$ cat config.mk
export PLATFORM = sky130hd
export DESIGN_NAME = delayed_call_timer_table_unit_flat
export DESIGN_NICKNAME = d
export VERILOG_FILES = /design/src/design/dctt_pkg.sv /design/src/design/dctt_in_if.sv /design/src/design/dctt_out_if.sv /design/src/design/delayed_call_timer_table_unit.sv /design/src/flat_wrapper.sv
export SDC_FILE = /design/constraint.sdc
export NUM_CORES = 2
export LEC_CHECK = 0
export BUFFER_PORTS_ARGS = -buffer_cell sky130_fd_sc_hd__buf_4
export CORE_AREA = 2 2 510 512
export CTS_CLUSTER_SIZE = 40
export DETAILED_ROUTE_END_ITERATION = 12
export DIE_AREA = 0 0 512 514
export SETUP_SLACK_MARGIN = 0.5
export SYNTH_ARGS = -nofsm -noshare
export SYNTH_HDL_FRONTEND = slang
export SYNTH_SLANG_ARGS = --single-unit
$ cat constraint.sdc
create_clock -name clk -period 12.25 [get_ports clk]
set_clock_uncertainty 0.2 [all_clocks]
set_input_delay 2.45 -clock clk [delete_from_list [all_inputs] [get_ports clk]]
set_output_delay 2.45 -clock clk [all_outputs]
set_load 0.01 [all_outputs]
$ cat src/design/dctt_pkg.sv
`timescale 1ns / 1ps
// ----------------------------------------------------------------------------
// dctt_pkg: shared types and constants of the delayed call timer table
// Slot record layout, command and status codes, controller states.
// ----------------------------------------------------------------------------
package dctt_pkg;

  localparam int SLOTS       = 16;
  localparam int MAX_RESULTS = 16;
  localparam int IDX_W       = (SLOTS > 1) ? $clog2(SLOTS) : 1;
  localparam int CNT_W       = $clog2(MAX_RESULTS + 1);

  localparam logic [3:0] OP_ONCE       = 4'd0;
  localparam logic [3:0] OP_REPEAT     = 4'd1;
  localparam logic [3:0] OP_CANCEL     = 4'd2;
  localparam logic [3:0] OP_QUERY      = 4'd3;
  localparam logic [3:0] OP_PAUSE      = 4'd4;
  localparam logic [3:0] OP_RESUME     = 4'd5;
  localparam logic [3:0] OP_RESTART    = 4'd6;
  localparam logic [3:0] OP_PAUSE_ALL  = 4'd7;
  localparam logic [3:0] OP_RESUME_ALL = 4'd8;
  localparam logic [3:0] OP_ENABLE     = 4'd9;
  localparam logic [3:0] OP_TICK       = 4'd10;

  localparam logic [1:0] ST_OK       = 2'd0;
  localparam logic [1:0] ST_NOTFOUND = 2'd1;
  localparam logic [1:0] ST_FULL     = 2'd2;
  localparam logic [1:0] ST_NONE     = 2'd3;

  typedef enum logic [2:0] {
    S_IDLE, S_SCHED, S_RD, S_EX, S_DIV, S_WB, S_FIN
  } state_t;

  typedef struct packed {
    logic [31:0] handle;
    logic [31:0] due;
    logic [30:0] period;
    logic        repeats;
    logic        paused;
    logic [31:0] left;
    logic        follows;
  } slot_rec_t;

  function automatic logic [31:0] sat_add(input logic [31:0] a, input logic [31:0] b);
    logic [32:0] s;
    s = {1'b0, a} + {1'b0, b};
    return s[32] ? 32'hFFFF_FFFF : s[31:0];
  endfunction

endpackage

$ cat src/design/dctt_in_if.sv
`timescale 1ns / 1ps
// ----------------------------------------------------------------------------
// dctt_in_if: command channel of the timer table
// Valid/ready handshake with one command item as payload.
// ----------------------------------------------------------------------------
interface dctt_in_if;
  logic        valid;
  logic        ready;
  logic [3:0]  opcode;
  logic [31:0] handle;
  logic signed [31:0] delay;
  logic signed [31:0] rate;
  logic        follow_enable;
  logic        owner_enabled;
  logic [31:0] now;

  modport source (output valid, opcode, handle, delay, rate, follow_enable,
                  owner_enabled, now, input ready);
  modport sink   (input valid, opcode, handle, delay, rate, follow_enable,
                  owner_enabled, now, output ready);
endinterface

$ cat src/design/dctt_out_if.sv
`timescale 1ns / 1ps
// ----------------------------------------------------------------------------
// dctt_out_if: result channel of the timer table
// Valid/ready handshake with one result item as payload.
// ----------------------------------------------------------------------------
interface dctt_out_if;
  logic        valid;
  logic        ready;
  logic [31:0] handle_out;
  logic [1:0]  status;
  logic        fired;
  logic        last;

  modport source (output valid, handle_out, status, fired, last, input ready);
  modport sink   (input valid, handle_out, status, fired, last, output ready);
endinterface

$ cat src/design/delayed_call_timer_table_unit.sv
`timescale 1ns / 1ps
// ----------------------------------------------------------------------------
// delayed_call_timer_table_unit: table of one-shot and repeating timers
// Slot records live in one synchronous memory; a sequencer walks the slots
// with read, modify and write back, and a bit-serial remainder unit moves
// repeating timers to their next period boundary.
//
//   channel   direction  payload
//   in_ch     sink       opcode, handle, delay, rate, follow_enable,
//                        owner_enabled, now
//   out_ch    source     handle_out, status, fired, last
//
// Schedule and unused opcodes do not walk the slots. Single-timer commands,
// bulk commands and tick walk the slots; each repeating timer with a nonzero
// period that fires on a tick passes through the remainder unit.
// Reset empties the table at once; handles restart at one.
// A stalled result channel holds the walk when a further fired timer is found.
// ----------------------------------------------------------------------------
module delayed_call_timer_table_unit (
  input  logic clk,
  input  logic rst_n,
  dctt_in_if.sink    in_ch,
  dctt_out_if.source out_ch
);
  import dctt_pkg::*;

  state_t state_r, state_nxt;

  slot_rec_t mem [SLOTS];
  slot_rec_t rd_data_r;
  logic      mem_we;
  logic [IDX_W-1:0] mem_wa;
  slot_rec_t mem_wd;

  logic [SLOTS-1:0] valid_r, valid_nxt;
  logic [31:0] nh_r, nh_nxt;
  logic [IDX_W-1:0] idx_r, idx_nxt;
  logic [CNT_W-1:0] cnt_r, cnt_nxt;

  logic [3:0]  op_r, op_nxt;
  logic [31:0] h_r, h_nxt, delay_r, delay_nxt, now_r, now_nxt;
  logic [30:0] rate_r, rate_nxt;
  logic        follow_r, follow_nxt, en_r, en_nxt;

  logic [31:0] res_h_r, res_h_nxt;
  logic [1:0]  res_st_r, res_st_nxt;
  logic        pend_v_r, pend_v_nxt;
  logic [31:0] pend_h_r, pend_h_nxt;

  logic        out_v_r, out_v_nxt;
  logic [31:0] out_h_r, out_h_nxt;
  logic [1:0]  out_st_r, out_st_nxt;
  logic        out_f_r, out_f_nxt, out_l_r, out_l_nxt;

  logic [31:0] dvd_r, dvd_nxt, rem_r, rem_nxt;
  logic [4:0]  dcnt_r, dcnt_nxt;

  slot_rec_t   rec, mod;
  logic        hit_valid, match, tick_due, need_div, out_busy, ex_stall, last_idx;
  logic        in_xfer, single_op, free_found;
  logic [31:0] remain, rem_shift, nd_base;
  logic [32:0] nd_sum;
  logic [IDX_W-1:0] free_idx;

  assign rec       = rd_data_r;
  assign hit_valid = valid_r[idx_r];
  assign last_idx  = (idx_r == IDX_W'(SLOTS - 1));
  assign remain    = (rec.due > now_r) ? rec.due - now_r : 32'd0;
  assign match     = hit_valid && (rec.handle == h_r) && (h_r != 32'd0);
  assign tick_due  = hit_valid && !rec.paused && (rec.due <= now_r) &&
                     (cnt_r < CNT_W'(MAX_RESULTS));
  assign need_div  = tick_due && rec.repeats && (rec.period != 31'd0);
  assign out_busy  = out_v_r && !out_ch.ready;
  assign ex_stall  = (op_r == OP_TICK) && tick_due && pend_v_r && out_busy;
  assign single_op = (op_r inside {[OP_CANCEL:OP_RESTART]});
  assign in_xfer   = in_ch.valid && in_ch.ready;
  assign rem_shift = {rem_r[30:0], dvd_r[31]};
  assign nd_base   = now_r - rem_r;
  assign nd_sum    = {1'b0, nd_base} + {2'b0, rec.period};

  assign in_ch.ready       = (state_r == S_IDLE);
  assign out_ch.valid      = out_v_r;
  assign out_ch.handle_out = out_h_r;
  assign out_ch.status     = out_st_r;
  assign out_ch.fired      = out_f_r;
  assign out_ch.last       = out_l_r;

  always_comb begin
    free_found = 1'b0;
    free_idx   = '0;
    for (int i = SLOTS - 1; i >= 0; i--) begin
      if (!valid_r[i]) begin
        free_found = 1'b1;
        free_idx   = IDX_W'(i);
      end
    end
  end

  // single-slot modification for the current command
  always_comb begin
    mod = rec;
    case (op_r)
      OP_PAUSE, OP_PAUSE_ALL: begin
        if (!rec.paused) begin
          mod.paused = 1'b1;
          mod.left   = remain;
        end
      end
      OP_RESUME, OP_RESUME_ALL: begin
        if (rec.paused) begin
          mod.paused = 1'b0;
          mod.due    = sat_add(now_r, rec.left);
          mod.left   = 32'd0;
        end
      end
      OP_ENABLE: begin
        if (rec.follows) begin
          if (en_r && rec.paused) begin
            mod.paused = 1'b0;
            mod.due    = sat_add(now_r, rec.left);
            mod.left   = 32'd0;
          end else if (!en_r && !rec.paused) begin
            mod.paused = 1'b1;
            mod.left   = remain;
          end
        end
      end
      OP_RESTART: begin
        mod.paused = 1'b0;
        mod.left   = 32'd0;
        mod.due    = sat_add(now_r, rec.paused ? rec.left : remain);
      end
      OP_TICK: begin
        mod.due = now_r;
      end
      default: mod = rec;
    endcase
  end

  always_comb begin
    state_nxt = state_r;
    case (state_r)
      S_IDLE: begin
        if (in_xfer) begin
          if (in_ch.opcode inside {OP_ONCE, OP_REPEAT}) state_nxt = S_SCHED;
          else if (in_ch.opcode inside {[OP_CANCEL:OP_TICK]}) state_nxt = S_RD;
          else state_nxt = S_FIN;
        end
      end
      S_SCHED: state_nxt = S_FIN;
      S_RD:    state_nxt = S_EX;
      S_EX: begin
        if (ex_stall) state_nxt = S_EX;
        else if (single_op && match) state_nxt = S_FIN;
        else if (op_r == OP_TICK && need_div) state_nxt = S_DIV;
        else if (last_idx) state_nxt = S_FIN;
        else state_nxt = S_RD;
      end
      S_DIV: if (dcnt_r == 5'd31) state_nxt = S_WB;
      S_WB:  state_nxt = last_idx ? S_FIN : S_RD;
      S_FIN: if (!out_busy) state_nxt = S_IDLE;
      default: state_nxt = S_IDLE;
    endcase
  end

  always_comb begin
    valid_nxt  = valid_r;
    nh_nxt     = nh_r;
    idx_nxt    = idx_r;
    cnt_nxt    = cnt_r;
    op_nxt     = op_r;
    h_nxt      = h_r;
    delay_nxt  = delay_r;
    rate_nxt   = rate_r;
    follow_nxt = follow_r;
    en_nxt     = en_r;
    now_nxt    = now_r;
    res_h_nxt  = res_h_r;
    res_st_nxt = res_st_r;
    pend_v_nxt = pend_v_r;
    pend_h_nxt = pend_h_r;
    out_v_nxt  = out_v_r && !out_ch.ready;
    out_h_nxt  = out_h_r;
    out_st_nxt = out_st_r;
    out_f_nxt  = out_f_r;
    out_l_nxt  = out_l_r;
    dvd_nxt    = dvd_r;
    rem_nxt    = rem_r;
    dcnt_nxt   = dcnt_r;
    mem_we     = 1'b0;
    mem_wa     = idx_r;
    mem_wd     = mod;

    case (state_r)
      S_IDLE: begin
        if (in_xfer) begin
          op_nxt     = in_ch.opcode;
          h_nxt      = in_ch.handle;
          delay_nxt  = in_ch.delay[31] ? 32'd0 : in_ch.delay;
          rate_nxt   = in_ch.rate[31] ? 31'd0 : in_ch.rate[30:0];
          follow_nxt = in_ch.follow_enable;
          en_nxt     = in_ch.owner_enabled;
          now_nxt    = in_ch.now;
          idx_nxt    = '0;
          cnt_nxt    = '0;
          pend_v_nxt = 1'b0;
          res_h_nxt  = in_ch.handle;
          res_st_nxt = ST_NOTFOUND;
        end
      end
      S_SCHED: begin
        if (!free_found) begin
          res_h_nxt  = 32'd0;
          res_st_nxt = ST_FULL;
        end else begin
          mem_we         = 1'b1;
          mem_wa         = free_idx;
          mem_wd.handle  = nh_r;
          mem_wd.due     = sat_add(now_r, delay_r);
          mem_wd.repeats = (op_r == OP_REPEAT);
          mem_wd.period  = (op_r == OP_REPEAT) ? rate_r : 31'd0;
          mem_wd.follows = follow_r;
          mem_wd.paused  = follow_r && !en_r;
          mem_wd.left    = (follow_r && !en_r) ? sat_add(now_r, delay_r) - now_r : 32'd0;
          valid_nxt[free_idx] = 1'b1;
          nh_nxt     = (nh_r == 32'hFFFF_FFFF) ? 32'd1 : nh_r + 32'd1;
          res_h_nxt  = nh_r;
          res_st_nxt = ST_OK;
        end
      end
      S_EX: begin
        if (!ex_stall) begin
          if (!last_idx) idx_nxt = idx_r + IDX_W'(1);
          if (single_op) begin
            if (match) begin
              res_st_nxt = ST_OK;
              if (op_r == OP_CANCEL) valid_nxt[idx_r] = 1'b0;
              else mem_we = 1'b1;
            end
          end else if (op_r == OP_TICK) begin
            res_st_nxt = ST_OK;
            if (tick_due) begin
              if (pend_v_r) begin
                out_v_nxt  = 1'b1;
                out_h_nxt  = pend_h_r;
                out_st_nxt = ST_OK;
                out_f_nxt  = 1'b1;
                out_l_nxt  = 1'b0;
              end
              pend_v_nxt = 1'b1;
              pend_h_nxt = rec.handle;
              cnt_nxt    = cnt_r + CNT_W'(1);
              if (!rec.repeats) begin
                valid_nxt[idx_r] = 1'b0;
              end else if (need_div) begin
                idx_nxt  = idx_r;
                dvd_nxt  = now_r - rec.due;
                rem_nxt  = 32'd0;
                dcnt_nxt = 5'd0;
              end else begin
                mem_we = 1'b1;
              end
            end
          end else begin
            res_st_nxt = ST_OK;
            if (hit_valid) mem_we = 1'b1;
          end
        end
      end
      S_DIV: begin
        dvd_nxt  = {dvd_r[30:0], 1'b0};
        rem_nxt  = (rem_shift >= {1'b0, rec.period}) ? rem_shift - {1'b0, rec.period}
                                                     : rem_shift;
        dcnt_nxt = dcnt_r + 5'd1;
      end
      S_WB: begin
        mem_we     = 1'b1;
        mem_wd.due = nd_sum[32] ? 32'hFFFF_FFFF : nd_sum[31:0];
        if (!last_idx) idx_nxt = idx_r + IDX_W'(1);
      end
      S_FIN: begin
        if (!out_busy) begin
          out_v_nxt = 1'b1;
          out_l_nxt = 1'b1;
          if (op_r == OP_TICK) begin
            out_h_nxt  = pend_v_r ? pend_h_r : 32'd0;
            out_st_nxt = pend_v_r ? ST_OK : ST_NONE;
            out_f_nxt  = pend_v_r;
          end else begin
            out_h_nxt  = res_h_r;
            out_st_nxt = res_st_r;
            out_f_nxt  = 1'b0;
          end
        end
      end
      default: ;
    endcase
  end

  always_ff @(posedge clk) begin
    if (mem_we) mem[mem_wa] <= mem_wd;
    if (state_r == S_RD) rd_data_r <= mem[idx_r];
  end

  always_ff @(posedge clk) begin
    if (!rst_n) begin
      state_r  <= S_IDLE;
      valid_r  <= '0;
      nh_r     <= 32'd1;
      pend_v_r <= 1'b0;
      out_v_r  <= 1'b0;
      idx_r    <= '0;
      cnt_r    <= '0;
      dcnt_r   <= '0;
    end else begin
      state_r  <= state_nxt;
      valid_r  <= valid_nxt;
      nh_r     <= nh_nxt;
      pend_v_r <= pend_v_nxt;
      out_v_r  <= out_v_nxt;
      idx_r    <= idx_nxt;
      cnt_r    <= cnt_nxt;
      dcnt_r   <= dcnt_nxt;
    end
  end

  always_ff @(posedge clk) begin
    op_r     <= op_nxt;
    h_r      <= h_nxt;
    delay_r  <= delay_nxt;
    rate_r   <= rate_nxt;
    follow_r <= follow_nxt;
    en_r     <= en_nxt;
    now_r    <= now_nxt;
    res_h_r  <= res_h_nxt;
    res_st_r <= res_st_nxt;
    pend_h_r <= pend_h_nxt;
    out_h_r  <= out_h_nxt;
    out_st_r <= out_st_nxt;
    out_f_r  <= out_f_nxt;
    out_l_r  <= out_l_nxt;
    dvd_r    <= dvd_nxt;
    rem_r    <= rem_nxt;
  end

endmodule

$ cat src/flat_wrapper.sv
// flat-port wrapper written by rule: the top's interface ports become plain ports
module delayed_call_timer_table_unit_flat import dctt_pkg::*;
  (clk, rst_n, in_ch_valid, in_ch_opcode, in_ch_handle, in_ch_delay, in_ch_rate, in_ch_follow_enable, in_ch_owner_enabled, in_ch_now, in_ch_ready, out_ch_valid, out_ch_handle_out, out_ch_status, out_ch_fired, out_ch_last, out_ch_ready);
  dctt_in_if in_ch_i ();
  dctt_out_if out_ch_i ();
  input  logic clk;
  input  logic rst_n;
  input wire logic [$bits(in_ch_i.valid)-1:0] in_ch_valid;
  input wire logic [$bits(in_ch_i.opcode)-1:0] in_ch_opcode;
  input wire logic [$bits(in_ch_i.handle)-1:0] in_ch_handle;
  input wire logic [$bits(in_ch_i.delay)-1:0] in_ch_delay;
  input wire logic [$bits(in_ch_i.rate)-1:0] in_ch_rate;
  input wire logic [$bits(in_ch_i.follow_enable)-1:0] in_ch_follow_enable;
  input wire logic [$bits(in_ch_i.owner_enabled)-1:0] in_ch_owner_enabled;
  input wire logic [$bits(in_ch_i.now)-1:0] in_ch_now;
  output wire logic [$bits(in_ch_i.ready)-1:0] in_ch_ready;
  output wire logic [$bits(out_ch_i.valid)-1:0] out_ch_valid;
  output wire logic [$bits(out_ch_i.handle_out)-1:0] out_ch_handle_out;
  output wire logic [$bits(out_ch_i.status)-1:0] out_ch_status;
  output wire logic [$bits(out_ch_i.fired)-1:0] out_ch_fired;
  output wire logic [$bits(out_ch_i.last)-1:0] out_ch_last;
  input wire logic [$bits(out_ch_i.ready)-1:0] out_ch_ready;
  assign in_ch_i.valid = in_ch_valid;
  assign in_ch_i.opcode = in_ch_opcode;
  assign in_ch_i.handle = in_ch_handle;
  assign in_ch_i.delay = in_ch_delay;
  assign in_ch_i.rate = in_ch_rate;
  assign in_ch_i.follow_enable = in_ch_follow_enable;
  assign in_ch_i.owner_enabled = in_ch_owner_enabled;
  assign in_ch_i.now = in_ch_now;
  assign in_ch_ready = in_ch_i.ready;
  assign out_ch_valid = out_ch_i.valid;
  assign out_ch_handle_out = out_ch_i.handle_out;
  assign out_ch_status = out_ch_i.status;
  assign out_ch_fired = out_ch_i.fired;
  assign out_ch_last = out_ch_i.last;
  assign out_ch_i.ready = out_ch_ready;
  delayed_call_timer_table_unit u_core (.clk(clk), .rst_n(rst_n), .in_ch(in_ch_i), .out_ch(out_ch_i));
endmodule
; ---- Yosys cells after proc, flatten, opt, wreduce, memory -nomap -nowiden
; Memories as Yosys holds them, arrays and structs flattened. A register that Yosys moved wholly into a read port is not among the register bits.
; Index checks and enable logic that the tools add are counted.
[classes]
add_sub_neg = 13
n_lt_le_gt_ge = 12
eq_ne = 37
mux = 186
bitwise_logic = 5
n_reduce_logical = 49
[op_table]
columns = operator, count
row1 = $mux 32, 37
row2 = $pmux 32 s2, 5
row3 = $pmux 33 s4, 1
row4 = $mux 130, 1
row5 = $mux 16, 8
row6 = $pmux 32 s4, 1
row7 = $sub 32x32->32, 4
row8 = $mux 4, 26
row9 = $add 32x32->33, 3
row10 = $mux 33, 3
row11 = $mux 66, 1
row12 = $mux 5, 11
row13 = $mux 1, 54
row14 = $add 32x31->33, 1
row15 = $add 32x1->32 const B, 1
row16 = $eq 32x32->1, 1
row17 = $eq 32x32->1 const B, 1
row18 = $ge 32x31->1, 1
row19 = $gt 32x32->1, 1
row20 = $le 32x32->1, 1
row21 = $pmux 16 s2, 1
row22 = $reduce_bool 32->1, 1
row23 = $sub 32x31->32, 1
row24 = $mux 31, 1
row25 = 52 further kinds, 136
[word_totals]
register_bits = 366
ramBits = 2080
wordCells = 328
n_memories = 1
[memory_table]
columns = memory, words, word_bits, rd, rd_clocked_by_memory_dff, write_ports, line_no
row1 = u_core.mem, 16, 130, 1, 1, 1, delayed_call_timer_table_unit.sv:29  ; slot_rec_t mem [SLOTS];

; ---- Longest topological paths before layout
[depth]
word_depth = 23
mapped_depth = 28
depth_no_buf = 26

; ---- Least setup slack after synthesis
; OpenSTA, ideal clock, no wires.
[synth_timing]
kind = register to register
from = register u_core.state_r[1]
to = register, netlist name u_core.mod[0]
arrival_time_ns = 10.286
required_time_ns = 11.245
setup_slack_ns = 0.959
stages_incl_launch_ff = 4
path_buffers = 2
cell_sequence = dfxtp_1 > clkbuf_1 > clkbuf_1 > nor3b_1
[synth_between]
elab_chain_cells = 1
[synth_lines]
columns = element, line_no
row1 = from (decl), delayed_call_timer_table_unit.sv:27  ; state_t state_r, state_nxt;
row2 = from (signal assigned), delayed_call_timer_table_unit.sv:316  ; state_r <= state_nxt;
row3 = $eq 3x2->1, delayed_call_timer_table_unit.sv:302  ; if (state_r == S_RD) rd_data_r <= mem[idx_r];
; Every way passes these cells.
; A chain may end at the register's enable or synchronous reset.

==> summary.md <==
| Metric | Value |
|---|---|
| Placed insts | `~11k` |
| Clock Path Buffers | `4` |
| Total Routing Usage GR | `between 20% and 30%` |
| Clock sink count | `~2.6k` |
| DRC | `0` |
| Hold Fails Final Rpt | `0` |
| Reg clk slew, reported paths | `around 0.060 ns` |
| DR WL/cell | `31.8 µm` |
| Setup tns final | `0 ns` |
| Nets@finish | `~7.8k` |
| IO Count | `between 150 and 200` |
| Crit Path Max Fanout | `16` |
| Num CTS Buffers | `295` |
| Row Count | `187` |
| Final period util | `between 70% and 80%` |
| Initial Util | `roughly 45%` |
| Vias | `between 60k and 70k` |
| Pre-antenna DRT Iters | `8` |
| Filler cells | `~21k` |
| Slowest CP cell | `a2111oi_1` |
| Share of synthesized registers carrying an async set or reset | `0%` |
| Most used DFF post-synth | `edfxtp_1` |
| Cell mode on critical path | `o21ai_0` |
| Power density cells | `~250 nW/µm²` |
| Main area contributors after synthesis | `edfxtp_1 65%, mux4_2 13%, ha_1 3.1%` |
| Worst-Margin Slew | `roughly 1.4 ns` |
| Vias in the first global route | `68.5k` |
| Die Ht | `514 µm` |
| Area Growth Syn to Fin | `13.5%` |
| Layout cells sized above 1 | `between 20% and 30%` |
| Fin cells | `roughly 11k` |
| Skew-Pair Late Insertion Delay | `slightly below 1 ns` |
| Hold path cells | `2` |
| CTS H-Tree Depth | `5` |
| Commonest non-fill, non-tap cell in the layout | `edfxtp_1` |
| Global-route wire length before repair | `about 500 mm` |
| Routed Antenna Nets | `0` |
| Worst slew margin | `about 6.1%` |
| Die X-Extent | `512 µm` |
| Cell area after synthesis | `approximately 120,000 µm²` |
| Worst r2r path cells | `25` |
| CP required | `12.60 ns` |
| Status | `completed` |
| Register area share after synthesis | `66.5%` |
| Post-CTS Setup Bufs | `0` |
| Crit. End Element | `register` |
| Worst path max stage delay | `0.91 ns` |
| Leakage | `between 0.04 and 0.05 µW` |
| WP data arrival | `9.88 ns` |
| FMAX | `105 MHz` |
| Final min period | `9.53 ns` |
| Peak supply drop | `0.000172 V` |
| Post-Syn Nets | `roughly 7.5k` |
| Gate Count Post-Synth | `around 7.1k` |
| Seq cells post-synth | `2,575` |
| Syn_area_per_cell | `16.3 µm²` |
| Pwr Total | `roughly 33,000 µW` |
| Fraction of post-synthesis cell area in the top cell type by area | `65.4%` |
| Unrepaired setup endpoints after global routing | `no` |
| Hold Buf Count CTS | `0` |
| Final max-slew violation count | `0` |
| Hpwl dp | `~220 mm` |
| Worst hold path type | `reg -> reg` |
| CTS tree | `built` |
| Routed WL | `around 350 mm` |
| Final setup fails | `0` |
| DR iter-0 viols | `roughly 8.5k` |
| Port Buf Inserts | `around 180` |
| Most frequent cells in the layout | `2,508 x edfxtp_1, 655 x mux4_2, 467 x nand2_1, 349 x buf_4, 347 x a21oi_1` |
| WS Path Type | `reg -> reg` |
| Full die area | `263,000 µm²` |
| Synth area leader | `edfxtp_1` |
| Clock Root Buffer | `clkbuf_16` |
| Largest net degree at the start of global routing | `around 150` |
| Core footprint | `258,000 µm²` |
| Post-synth cell types | `99` |
| # Max-Cap Violations | `0` |
| Post-synth EDFFs | `between 2k and 3k` |
| Detail-routed via count per cell | `about 6.2` |
| Yosys warning total | `0` |
| Total grt overflow | `0` |
| Initial antenna violation count | `20` |
| Post-cts gate resize count | `0` |
| Routability-driven placement congestion ratio | `~1` |
| CP startpoint kind | `register` |
==> cell usage after synthesis, types with 10 or more instances <==
master,n
or2_2,13
nand2_1,468
nand2b_1,53
o31ai_1,34
a21oi_1,348
inv_1,218
o22ai_1,32
o221ai_1,17
nor3b_1,10
nand3_1,97
nand4_1,64
o31a_1,17
dfxtp_1,67
a31oi_1,32
clkbuf_1,242
o211ai_1,30
or3_1,29
buf_1,57
nor4_1,40
buf_2,21
ha_1,289
a211oi_1,45
a211o_1,11
a21o_1,152
a22oi_1,24
o21a_1,53
o21ai_0,308
a221oi_1,15
o21bai_1,39
nor2b_1,109
xor2_1,147
a22o_1,70
nor3_1,59
xnor2_1,127
nor2_1,296
a21boi_0,19
edfxtp_1,2508
a221o_1,16
nand3b_1,12
and2_1,17
o2111ai_1,11
mux4_2,655
and3_1,40
==> worst max-delay path: cells and delay by family (launching register included) <==
family                   cells  cell delay, ns
adder cells (fa/ha/maj)      3            1.00
AND/OR/NAND/NOR              4            0.69
buffers and inverters        3            0.78
flip-flops                   1            0.56
AO/OA/AOI/OAI               15            5.80
==> layout make-up <==
class | instances | area [µm²] | area share, %
sequential | 2575 | 76700 | 58.6
multi-input combinational | 3953 | 36800 | 28.2
timing repair buffer | 360 | 2840 | 2.17
tap | 3402 | 4260 | 3.26
clock inverter | 146 | 1530 | 1.17
antenna | 6 | 15.0 | 0.0115
clock buffer | 358 | 7800 | 5.97
inverter | 219 | 827 | 0.633
==> routing by layer <==
metal / wire, µm / vias to the layer above / part of all wire (%) / GRT usage (%)
li1: - / 29001 / - / -
met5: 83 / - / 0.024 / 0
met1: 147000 / 36197 / 42 / 37.6
met4: 10700 / 8 / 3.1 / 7.97
met2: 165000 / 3095 / 47 / 41.8
met3: 26900 / 560 / 7.7 / 3.82
==> final timing paths <==
check                         from            endpoint  slack [ns]
setup / recovery   u_core.now_r[1]  u_core.mem[13][66]        2.72
hold / removal    u_core.dcnt_r[4]    u_core.dcnt_r[4]        0.28
setup reg to reg   u_core.now_r[1]  u_core.mem[13][66]        2.72
hold reg to reg   u_core.dcnt_r[4]    u_core.dcnt_r[4]        0.28
==> sequential cells by signal, summed over array words and instances (netlist names), 2 cells and up <==
name	flops
u_core.delay_r	31
u_core.rate_r	31
u_core.cnt_r	5
u_core.op_r	4
u_core.pend_h_r	32
u_core.mod	65
u_core.dvd_r	32
u_core.dcnt_r	5
u_core.rd_data_r	65
u_core.now_r	32
u_core.res_st_r	2
u_core.out_ch.status	2
u_core.h_r	32
u_core.nh_r	32
u_core.out_ch.handle_out	32
u_core.state_r	3
u_core.idx_r	4
u_core.mem	2080
u_core.rem_r	32
u_core.valid_r	16
u_core.res_h_r	32
==> power breakdown <==
group          internal [µW]  switching, µW  total [µW]
Combinational           4200           7770       12000
Sequential             11800            630       12500
Clock                   5120           3490        8600
Total                  21100          11900       33000
==> through the flow <==
| step | area [µm²] | hold slack, ns | setup WS (ns) | utilization [%] |
|---|---|---|---|---|
| detailed placement | 121000 | 0.276 | 2.96 | 47.0 |
| floorplan | 115000 | 0.244 | 0.959 | - |
| finish | 131000 | 0.282 | 2.72 | 50.7 |
| CTS | 131000 | 0.284 | 2.89 | 50.7 |
| global placement | 121000 | 0.259 | 3.09 | 47.0 |
| global route | 131000 | 0.321 | 2.32 | 50.7 |
==> cells by family (layout without fill, tap and decap cells) <==
kind of cell    count (synthesis)  after routing  synth area share, %
fa+ha+maj                     298            298                 3.29
simple gates                 1335           1335                 5.52
buf+inv                       541           1083                 1.79
other cells                     0              6                    0
flops                        2575           2575                 66.5
mux                           665            665                 12.9
compound gates               1381           1381                 7.91
xor+xnor                      274            274                 2.08
Note: power is estimated with default switching activity, not from simulation.
